$ cat src/hw/rtl/spq_pkg.sv
package spq_pkg;

    localparam int SPQ_DEPTH_DEFAULT = 16;
    localparam int SPQ_DATA_W = 32;

    typedef enum logic [1:0] {
        ACT_INSERT = 2'd0,
        ACT_REMOVE = 2'd1,
        ACT_LIST   = 2'd2
    } spq_action_t;

    typedef enum logic [1:0] {
        STAT_ENTRY    = 2'd0,
        STAT_EMPTY    = 2'd1,
        STAT_FULL     = 2'd2,
        STAT_ACCEPTED = 2'd3
    } spq_status_t;

    typedef enum logic [2:0] {
        CMD_NONE   = 3'd0,
        CMD_INSERT = 3'd1,
        CMD_REMOVE = 3'd2,
        CMD_LIST   = 3'd3,
        CMD_EMPTY  = 3'd4,
        CMD_FULL   = 3'd5
    } spq_op_t;

    typedef struct packed {
        spq_op_t op;
        logic    list_last;
    } spq_cmd_t;

    typedef struct packed {
        logic out_free;
        logic empty;
        logic full;
    } spq_stat_t;

endpackage

$ cat src/hw/rtl/spq_ctrl.sv
module spq_ctrl
    import spq_pkg::*;
#(
    parameter int QUEUE_DEPTH = SPQ_DEPTH_DEFAULT,
    localparam int IdxW = $clog2(QUEUE_DEPTH),
    localparam int CntW = $clog2(QUEUE_DEPTH + 1)
) (
    input  logic             aclk,
    input  logic             aresetn,
    input  logic             s_tvalid,
    output logic             s_tready,
    input  logic [1:0]       s_action,
    input  spq_stat_t        stat,
    input  logic [CntW-1:0]  count,
    output spq_cmd_t         cmd
);

    typedef enum logic [1:0] {
        ST_IDLE = 2'b01,
        ST_LIST = 2'b10
    } state_t;

    state_t           state_reg, state_next;
    logic [IdxW-1:0]  idx_reg, idx_next;
    logic             at_end;

    assign at_end = (CntW'(idx_reg) + CntW'(1)) == count;

    always_comb begin
        state_next    = state_reg;
        idx_next      = idx_reg;
        cmd.op        = CMD_NONE;
        cmd.list_last = 1'b0;
        s_tready      = 1'b0;
        case (state_reg)
            ST_IDLE: begin
                s_tready = stat.out_free;
                idx_next = '0;
                if (s_tvalid && stat.out_free) begin
                    case (s_action)
                        ACT_INSERT: begin
                            cmd.op = stat.full ? CMD_FULL : CMD_INSERT;
                        end
                        ACT_REMOVE: begin
                            cmd.op = stat.empty ? CMD_EMPTY : CMD_REMOVE;
                        end
                        ACT_LIST: begin
                            if (stat.empty) begin
                                cmd.op = CMD_EMPTY;
                            end else begin
                                state_next = ST_LIST;
                            end
                        end
                        default: begin
                            cmd.op = CMD_NONE;
                        end
                    endcase
                end
            end
            ST_LIST: begin
                if (stat.out_free) begin
                    cmd.op        = CMD_LIST;
                    cmd.list_last = at_end;
                    idx_next      = idx_reg + IdxW'(1);
                    if (at_end) begin
                        state_next = ST_IDLE;
                    end
                end
            end
            default: begin
                state_next = ST_IDLE;
            end
        endcase
    end

    always_ff @(posedge aclk) begin
        if (!aresetn) begin
            state_reg <= ST_IDLE;
            idx_reg   <= '0;
        end else begin
            state_reg <= state_next;
            idx_reg   <= idx_next;
        end
    end

endmodule

$ cat src/hw/rtl/spq_datapath.sv
module spq_datapath
    import spq_pkg::*;
#(
    parameter int QUEUE_DEPTH = SPQ_DEPTH_DEFAULT,
    localparam int CntW = $clog2(QUEUE_DEPTH + 1)
) (
    input  logic                         aclk,
    input  logic                         aresetn,
    input  spq_cmd_t                     cmd,
    input  logic signed [SPQ_DATA_W-1:0] in_value,
    input  logic signed [SPQ_DATA_W-1:0] in_priority,
    output spq_stat_t                    stat,
    output logic [CntW-1:0]              count,
    input  logic                         m_tready,
    output logic                         m_tvalid,
    output logic signed [SPQ_DATA_W-1:0] m_value,
    output logic signed [SPQ_DATA_W-1:0] m_priority,
    output logic [1:0]                   m_status,
    output logic                         m_last
);

    logic signed [SPQ_DATA_W-1:0] val_reg [QUEUE_DEPTH];
    logic signed [SPQ_DATA_W-1:0] pri_reg [QUEUE_DEPTH];
    logic signed [SPQ_DATA_W-1:0] val_next [QUEUE_DEPTH];
    logic signed [SPQ_DATA_W-1:0] pri_next [QUEUE_DEPTH];
    logic [QUEUE_DEPTH-1:0]       sel;
    logic [CntW-1:0]              count_reg, count_next;

    logic                         out_valid_reg, out_valid_next;
    logic signed [SPQ_DATA_W-1:0] out_val_reg, out_val_next;
    logic signed [SPQ_DATA_W-1:0] out_pri_reg, out_pri_next;
    logic [1:0]                   out_stat_reg, out_stat_next;
    logic                         out_last_reg, out_last_next;

    assign count         = count_reg;
    assign stat.out_free = !out_valid_reg || m_tready;
    assign stat.empty    = count_reg == '0;
    assign stat.full     = count_reg == CntW'(QUEUE_DEPTH);

    // Each cell holds one entry; cells from the insert position onward take the new
    // entry or their lower neighbor, removes and listing pull from the upper neighbor.
    for (genvar g = 0; g < QUEUE_DEPTH; g++) begin : g_cell
        logic signed [SPQ_DATA_W-1:0] prv_val, prv_pri, nxt_val, nxt_pri;
        logic                         is_pos;

        assign sel[g] = (CntW'(g) >= count_reg) || (pri_reg[g] <= in_priority);

        if (g == 0) begin : g_first
            assign prv_val = in_value;
            assign prv_pri = in_priority;
            assign is_pos  = sel[g];
        end else begin : g_rest
            assign prv_val = val_reg[g-1];
            assign prv_pri = pri_reg[g-1];
            assign is_pos  = sel[g] && !sel[g-1];
        end

        if (g < QUEUE_DEPTH - 1) begin : g_has_next
            assign nxt_val = val_reg[g+1];
            assign nxt_pri = pri_reg[g+1];
        end else begin : g_no_next
            assign nxt_val = val_reg[g];
            assign nxt_pri = pri_reg[g];
        end

        always_comb begin
            val_next[g] = val_reg[g];
            pri_next[g] = pri_reg[g];
            case (cmd.op)
                CMD_INSERT: begin
                    if (is_pos) begin
                        val_next[g] = in_value;
                        pri_next[g] = in_priority;
                    end else if (sel[g]) begin
                        val_next[g] = prv_val;
                        pri_next[g] = prv_pri;
                    end
                end
                CMD_REMOVE: begin
                    val_next[g] = nxt_val;
                    pri_next[g] = nxt_pri;
                end
                CMD_LIST: begin
                    if (CntW'(g + 1) == count_reg) begin
                        val_next[g] = val_reg[0];
                        pri_next[g] = pri_reg[0];
                    end else if (CntW'(g + 1) < count_reg) begin
                        val_next[g] = nxt_val;
                        pri_next[g] = nxt_pri;
                    end
                end
                default: begin
                    val_next[g] = val_reg[g];
                    pri_next[g] = pri_reg[g];
                end
            endcase
        end

        always_ff @(posedge aclk) begin
            val_reg[g] <= val_next[g];
            pri_reg[g] <= pri_next[g];
        end
    end

    always_comb begin
        count_next     = count_reg;
        out_valid_next = out_valid_reg && !m_tready;
        out_val_next   = out_val_reg;
        out_pri_next   = out_pri_reg;
        out_stat_next  = out_stat_reg;
        out_last_next  = out_last_reg;
        if (cmd.op != CMD_NONE) begin
            out_valid_next = 1'b1;
            out_val_next   = '0;
            out_pri_next   = '0;
            out_last_next  = 1'b1;
        end
        case (cmd.op)
            CMD_INSERT: begin
                count_next    = count_reg + CntW'(1);
                out_stat_next = STAT_ACCEPTED;
            end
            CMD_REMOVE: begin
                count_next    = count_reg - CntW'(1);
                out_val_next  = val_reg[0];
                out_pri_next  = pri_reg[0];
                out_stat_next = STAT_ENTRY;
            end
            CMD_LIST: begin
                out_val_next  = val_reg[0];
                out_pri_next  = pri_reg[0];
                out_stat_next = STAT_ENTRY;
                out_last_next = cmd.list_last;
            end
            CMD_EMPTY: begin
                out_stat_next = STAT_EMPTY;
            end
            CMD_FULL: begin
                out_stat_next = STAT_FULL;
            end
            default: begin
                count_next = count_reg;
            end
        endcase
    end

    always_ff @(posedge aclk) begin
        if (!aresetn) begin
            count_reg     <= '0;
            out_valid_reg <= 1'b0;
        end else begin
            count_reg     <= count_next;
            out_valid_reg <= out_valid_next;
        end
        out_val_reg  <= out_val_next;
        out_pri_reg  <= out_pri_next;
        out_stat_reg <= out_stat_next;
        out_last_reg <= out_last_next;
    end

    assign m_tvalid   = out_valid_reg;
    assign m_value    = out_val_reg;
    assign m_priority = out_pri_reg;
    assign m_status   = out_stat_reg;
    assign m_last     = out_last_reg;

`ifndef SYNTH
    a_count_bound: assert property (@(posedge aclk) disable iff (!aresetn)
        count_reg <= CntW'(QUEUE_DEPTH))
        else $error("entry count exceeds queue depth");

    a_cmd_needs_room: assert property (@(posedge aclk) disable iff (!aresetn)
        (cmd.op != CMD_NONE) |-> stat.out_free)
        else $error("command issued while output register is occupied");

    a_insert_counts: assert property (@(posedge aclk) disable iff (!aresetn)
        (cmd.op == CMD_INSERT) |=> (count_reg == $past(count_reg) + CntW'(1)))
        else $error("insert did not add one entry");

    a_remove_nonempty: assert property (@(posedge aclk) disable iff (!aresetn)
        (cmd.op == CMD_REMOVE || cmd.op == CMD_LIST) |-> !stat.empty)
        else $error("entry read from an empty queue");
`endif

endmodule

$ cat src/hw/rtl/sorted_priority_queue.sv
// Sorted priority queue with stream ports.
// Input items arrive on the s_ channel: s_tuser carries the action (insert, remove,
// list) and s_tdata carries the value and priority for an insert.
// Results leave on the m_ channel: m_tdata carries the value and priority of a
// removed or listed entry, m_tuser the status, and m_tlast marks the final result
// of each input item.
// Insert, remove and empty or full answers reach the output register in the cycle
// after the item is accepted, and the next item can be accepted in that same cycle,
// so these run at one item per cycle while the receiver keeps up.
// A list enters the list state, then gives one entry per cycle while the output
// register is free, from the front cell as the entry cells rotate back into order.
// The next item is accepted once the final listed entry is in the output register.
// Reset clears the entry count and output valid flag, not the data or entry cells.
// When the receiver holds m_tready low, the result is held and no new item or
// listed entry is taken until the output register is free.
// Inserts into a full queue are dropped and answered with the full status.
module sorted_priority_queue
    import spq_pkg::*;
#(
    parameter int QUEUE_DEPTH = SPQ_DEPTH_DEFAULT
) (
    input  logic        aclk,
    input  logic        aresetn,
    input  logic        s_tvalid,
    output logic        s_tready,
    input  logic [63:0] s_tdata,   // item_value [31:0], item_priority [63:32]
    input  logic [1:0]  s_tuser,   // action [1:0]
    output logic        m_tvalid,
    input  logic        m_tready,
    output logic [63:0] m_tdata,   // out_value [31:0], out_priority [63:32]
    output logic [1:0]  m_tuser,   // status [1:0]
    output logic        m_tlast
);

    localparam int CntW = $clog2(QUEUE_DEPTH + 1);

    spq_cmd_t                     cmd;
    spq_stat_t                    stat;
    logic [CntW-1:0]              count;
    logic signed [SPQ_DATA_W-1:0] in_value, in_priority;
    logic signed [SPQ_DATA_W-1:0] out_value, out_priority;

    assign in_value    = s_tdata[31:0];
    assign in_priority = s_tdata[63:32];

    spq_ctrl #(
        .QUEUE_DEPTH(QUEUE_DEPTH)
    ) u_ctrl (
        .aclk     (aclk),
        .aresetn  (aresetn),
        .s_tvalid (s_tvalid),
        .s_tready (s_tready),
        .s_action (s_tuser),
        .stat     (stat),
        .count    (count),
        .cmd      (cmd)
    );

    spq_datapath #(
        .QUEUE_DEPTH(QUEUE_DEPTH)
    ) u_datapath (
        .aclk        (aclk),
        .aresetn     (aresetn),
        .cmd         (cmd),
        .in_value    (in_value),
        .in_priority (in_priority),
        .stat        (stat),
        .count       (count),
        .m_tready    (m_tready),
        .m_tvalid    (m_tvalid),
        .m_value     (out_value),
        .m_priority  (out_priority),
        .m_status    (m_tuser),
        .m_last      (m_tlast)
    );

    assign m_tdata = {out_priority, out_value};

endmodule

$ cat config.mk
export PLATFORM = sky130hd
export DESIGN_NAME = sorted_priority_queue
export DESIGN_NICKNAME = d
export VERILOG_FILES = /design/src/hw/rtl/spq_pkg.sv /design/src/hw/rtl/spq_ctrl.sv /design/src/hw/rtl/spq_datapath.sv /design/src/hw/rtl/sorted_priority_queue.sv
export SDC_FILE = /design/constraint.sdc
export NUM_CORES = 2
export LEC_CHECK = 0
export ABC_AREA = 1
export BUFFER_PORTS_ARGS = -buffer_cell sky130_fd_sc_hd__buf_2
export CAP_MARGIN = 20
export CORE_MARGIN = 8
export CORE_UTILIZATION = 25
export CTS_BUF_LIST = sky130_fd_sc_hd__clkbuf_16
export DETAILED_ROUTE_END_ITERATION = 10
export PLACE_DENSITY = 0.39
export SKIP_CTS_REPAIR_TIMING = 1
export SYNTH_ARGS = -nofsm -noshare
export SYNTH_HDL_FRONTEND = slang
export SYNTH_SLANG_ARGS = --single-unit
$ cat constraint.sdc
create_clock -name aclk -period 8.6 [get_ports aclk]
set_input_delay 1.72 -clock aclk [delete_from_list [all_inputs] [get_ports aclk]]
set_output_delay 1.72 -clock aclk [all_outputs]
set_load 0.05 [all_outputs]
Word-level counts from Yosys, hierarchy flattened
Memories as Yosys holds them, arrays and structs flattened.
Cells that the tools add are included.
Widths: inputs -> output; s select.

storage, ports and cells
  output and inout bits = 69
  memories kept = 2
  RAM bits = 1,024
  register bits after elaboration = 79
  bits of input ports = 70

cells by class
  reductions and logical operators = 62
  add/sub/neg operators = 4
  equality and inequality tests = 32
  muxes and demuxes = 181
  order comparisons = 47

memory list
  name                depth  width  rd ports  clocked after memory_dff  write ports  RTL line            source
  u_datapath.pri_reg  16     32     16        0                         16           spq_datapath.sv:23  logic signed [SPQ_DATA_W-1:0] pri_reg [QUEUE_DEPTH];
  u_datapath.val_reg  16     32     16        0                         16           spq_datapath.sv:22  logic signed [SPQ_DATA_W-1:0] val_reg [QUEUE_DEPTH];

operators with widths
  cell                count
  $mux 32             127
  $pmux 32 s3         30
  $le 32x32->1        16
  $pmux 32 s2         2
  $eq 4x5->1 const A  8
  $ge 4x5->1 const A  8
  $lt 4x5->1 const A  8
  $eq 3x5->1 const A  4
  $ge 3x5->1 const A  4
  $lt 3x5->1 const A  4
  $logic_and 1x1->1   17
  $logic_not 1->1     17
  $logic_or 1x1->1    17
  $mux 3              5
  $eq 2x5->1 const A  2
  $ge 1x5->1 const A  2
  $ge 2x5->1 const A  2
  $lt 2x5->1 const A  2
  $mux 2              5
  $pmux 5 s2          1
  $pmux 3 s3          1
  $pmux 2 s4          1
  $pmux 4 s2          1
  $reduce_bool 2->1   4
  27 further kinds    38

Logic depth before layout (Yosys ltp)
  depth after elaboration = 8
  depth in mapped cells = 21

Modules after synthesis
From an unflattened synthesis, not the netlist that was laid out.

second synthesis, totals
  cell total of the unflattened synthesis = 11,769
  area, all modules = 85,200.5 µm²

by module, submodules not included
  module        cells an instance  instances  area an instance (µm²)
  spq_datapath  11,682             1          84,697.5
  spq_ctrl      87                 1          503.0

Worst setup path after synthesis
OpenSTA, ideal clock, no wires.

  kind = input port to flip-flop
  start point = in m_tready
  end point = mem u_datapath.pri_reg[15][0], enable pin
  arrival time = 7.016 ns
  setup slack = 1.010 ns
  stages on the path = 7
  setup time = 0.575 ns
  path through = inv_1 -> nand2_1 -> nand2_1 -> nor2_1 -> nand2_2 -> clkbuf_1 -> o21ai_0

RTL lines
  what                RTL line                     source
  start: declaration  sorted_priority_queue.sv:29  input logic m_tready,
  end: declaration    spq_datapath.sv:23

==> flow_summary.json <==
{
  "numCtsBuffers": 161,
  "yosys.area_share.simple_pct": 28.48,
  "detail-route-antenna-nets": 0,
  "fin_nets": 11910,
  "cp-end-kind": "flip-flop",
  "final_cell_mix": "3433 x nand2_1, 1973 x nand3_1, 1197 x inv_1, 1091 x edfxtp_1, 849 x o21ai_0",
  "cts_max_level": 4,
  "p_total_mw": 26.02,
  "maxSlewViolCount": 0,
  "hp-class": "reg2reg",
  "grt.total_usage_pct": 24.53,
  "wl_per_cell_um": 29.24,
  "synthDistinctLibCells": 41,
  "clk_pin_slew_ns": 0.06,
  "reg2reg_to": "u_datapath.pri_reg[9][1]$_DFFE_PP_",
  "die_area_mm2": 0.3615,
  "antenna_found_initial": 26,
  "first_pass_iters": 7,
  "rsz0062_at_grt": "false",
  "dp_hpwl_um": 285000,
  "path_class": "in2reg",
  "synth_top_area_share_pct": 38.26,
  "utilization_pct": 28.09,
  "synth_top_area_cell": "edfxtp_1",
  "grt_pass1_vias": 83010,
  "hold_depth": 2,
  "p_leak_nw": 43.03,
  "vdd_drop_max_mv": 0.2565,
  "die_h_um": 601.2,
  "drt_wl_total_um": 467900,
  "netlist_top_cells_area": "edfxtp_1 38%, nand2_1 15%, nand3_1 12%",
  "p_per_area_mw_per_mm2": 271.0,
  "tritoncts_num_sinks": 1103,
  "viasPerCell": 5.509,
  "drive_above_1_share_pct": 5.719,
  "finalSetupViolations": 0,
  "synth_nets": 12290,
  "slew_headroom_pct": 20.06,
  "worst_slack_ns": 1.927,
  "place_ws_ns": 1.264,
  "io_buffers": 138,
  "synth-compound-area-share_pct": 15.68,
  "synthArstFlopShare_pct": 0,
  "clk_latency_ns": 0.89,
  "synthAdderAreaFrac_pct": 7.598,
  "fmax_mhz": 149.9,
  "vias": 88160,
  "drc_errors": 0,
  "synthesis.area_mm2": 0.08563,
  "worst_pin_slew_ns": 1.199,
  "required_ns": 9.17,
  "yosys_warnings": 0,
  "yosysSeqAreaShare_pct": 38.54,
  "synthMuxAreaShare_pct": 0,
  "grt_max_degree": 167,
  "cts_tree": "built",
  "area_growth_pct": 12.15,
  "r2r-start": "u_datapath.count[0]$_SDFFE_PN0P_",
  "grt_pass1_wl_um": 651300,
  "die_w_um": 601.2,
  "holdPathEnd": "u_ctrl.state_reg[1]$_SDFFE_PN0P_",
  "synth.avg_cell_area_um2": 7.319,
  "synth_xor_area_share_pct": 0.06137,
  "r2r_cells": 15,
  "drt_iter0_drc": 11560,
  "startpoint_type": "primary input",
  "cap_violations": 0,
  "setup-tns-final_ns": 0,
  "gp_congestion": 0.8898,
  "synthCells": 11700,
  "rows": 215,
  "design.core.area_mm2": 0.3419,
  "cp_max_fo": 49,
  "cts-root-buf": "clkbuf_16",
  "period_needed_ns": 6.673,
  "start_util_pct": 25.04,
  "hp-start": "u_ctrl.state_reg[1]$_SDFFE_PN0P_",
  "clk_path_buf_depth": 4,
  "ys.flop_type": "edfxtp_1",
  "skew_ns": 0.09300,
  "hold_viol": 0,
  "final_common_cell": "nand2_1",
  "finalCritPeriodShare_pct": 77.59,
  "ys_ff_latch": 1103,
  "status": "completed",
  "rrSetupSlack_ns": 2.37,
  "arrival_ns": 7.24,
  "gr-total-overflow": 0,
  "synth-edff-count": 1091,
  "synth_top_family_by_area": "simple AND/OR/NAND/NOR gates",
  "ioPinCount": 139
}
worst max-delay path by stage:
stage / start / endpoint / slack [ns] / cells past startpoint
after detailed placement: s_tdata[60] / u_datapath.pri_reg[13][14]$_DFFE_PP_ / 1.26 / 17
after global routing: s_tdata[62] / u_datapath.pri_reg[13][14]$_DFFE_PP_ / 1.95 / 17
after floorplan: m_tready / u_datapath.pri_reg[15][0]$_DFFE_PP_ / 1.01 / 7
after CTS: s_tdata[60] / u_datapath.pri_reg[13][14]$_DFFE_PP_ / 2.16 / 17
after global placement: s_tdata[60] / u_datapath.pri_reg[13][14]$_DFFE_PP_ / 0.53 / 16
final: s_tdata[60] / u_datapath.pri_reg[13][14]$_DFFE_PP_ / 1.93 / 17
logic make-up (layout without fill, tap and decap cells):
family          after synthesis  in the layout
other cells                   0             11
xor+xnor                      6              6
fa+ha+maj                   520            520
flops                      1103           1103
compound gates             2183           2183
buf+inv                    2116           1851
simple gates               5772           5772
where the power goes:
group          internal, mW  switching [mW]  leakage [nW]
logic                  2.61            7.77          30.4
registers              8.07            1.07          10.1
clock network          3.64            2.87          2.53
cell usage after synthesis, drive strengths merged, types with 7 or more instances:
cell	count
inv	1172
nand3b	7
nand2	3455
nor3	13
o21ai	850
nand3	1989
buf	335
a21oi	369
ha	520
nor3b	10
nor4	10
o211ai	16
o2bb2ai	61
nor2	242
a21o	10
clkbuf	576
clkinv	33
dfxtp	12
a22oi	832
nand4	42
o21a	35
edfxtp	1091
final cells by class:
class,instances,area [um2]
clock buffer,166,4154
inverter,1205,4598
sequential,1103,33000
antenna,11,27.53
tap,4557,5702
fill,37030,245900
multi-input combinational,8481,44910
timing repair buffer,369,3003
clock inverter,111,635.6
worst max-delay path: stages:
cell and delay (ns):
buf_2 0.08, clkinv_1 0.62, buf_4 0.46, ha_1 0.30, nand2_1 0.05, nor2_1 0.26, nand2_1 0.26, nor3b_1 0.51
buf_4 0.27, nand2_1 0.22, nand3_1 0.22, nand2_1 0.11, nor2_4 0.57, buf_4 0.93, nand3_1 0.32, nand3_1 0.19
nand2_1 0.06
routing by layer:
metal  wire length [um]  global-route usage, %  part of all wire, %  vias to the layer above
met3              42720                  5.396                  9.1                      897
met2             200200                  37.19                   43                     4647
met4              21100                  9.864                  4.5                       18
met5                381                 0.1849                0.081                        -
met1             203500                  33.72                   43                    43210
li1                   -                      -                    -                    39390
through the flow:
step	instance area (um2)	hold WS (ns)	cells
floorplan	85630	0.4559	11700
global placement	91000	0.4739	15700
detailed placement	91190	0.4847	15710
CTS	95980	0.4920	15990
global route	96000	0.5233	15990
finish	96030	0.4903	16000
Note: power is estimated with default switching activity, not from simulation.
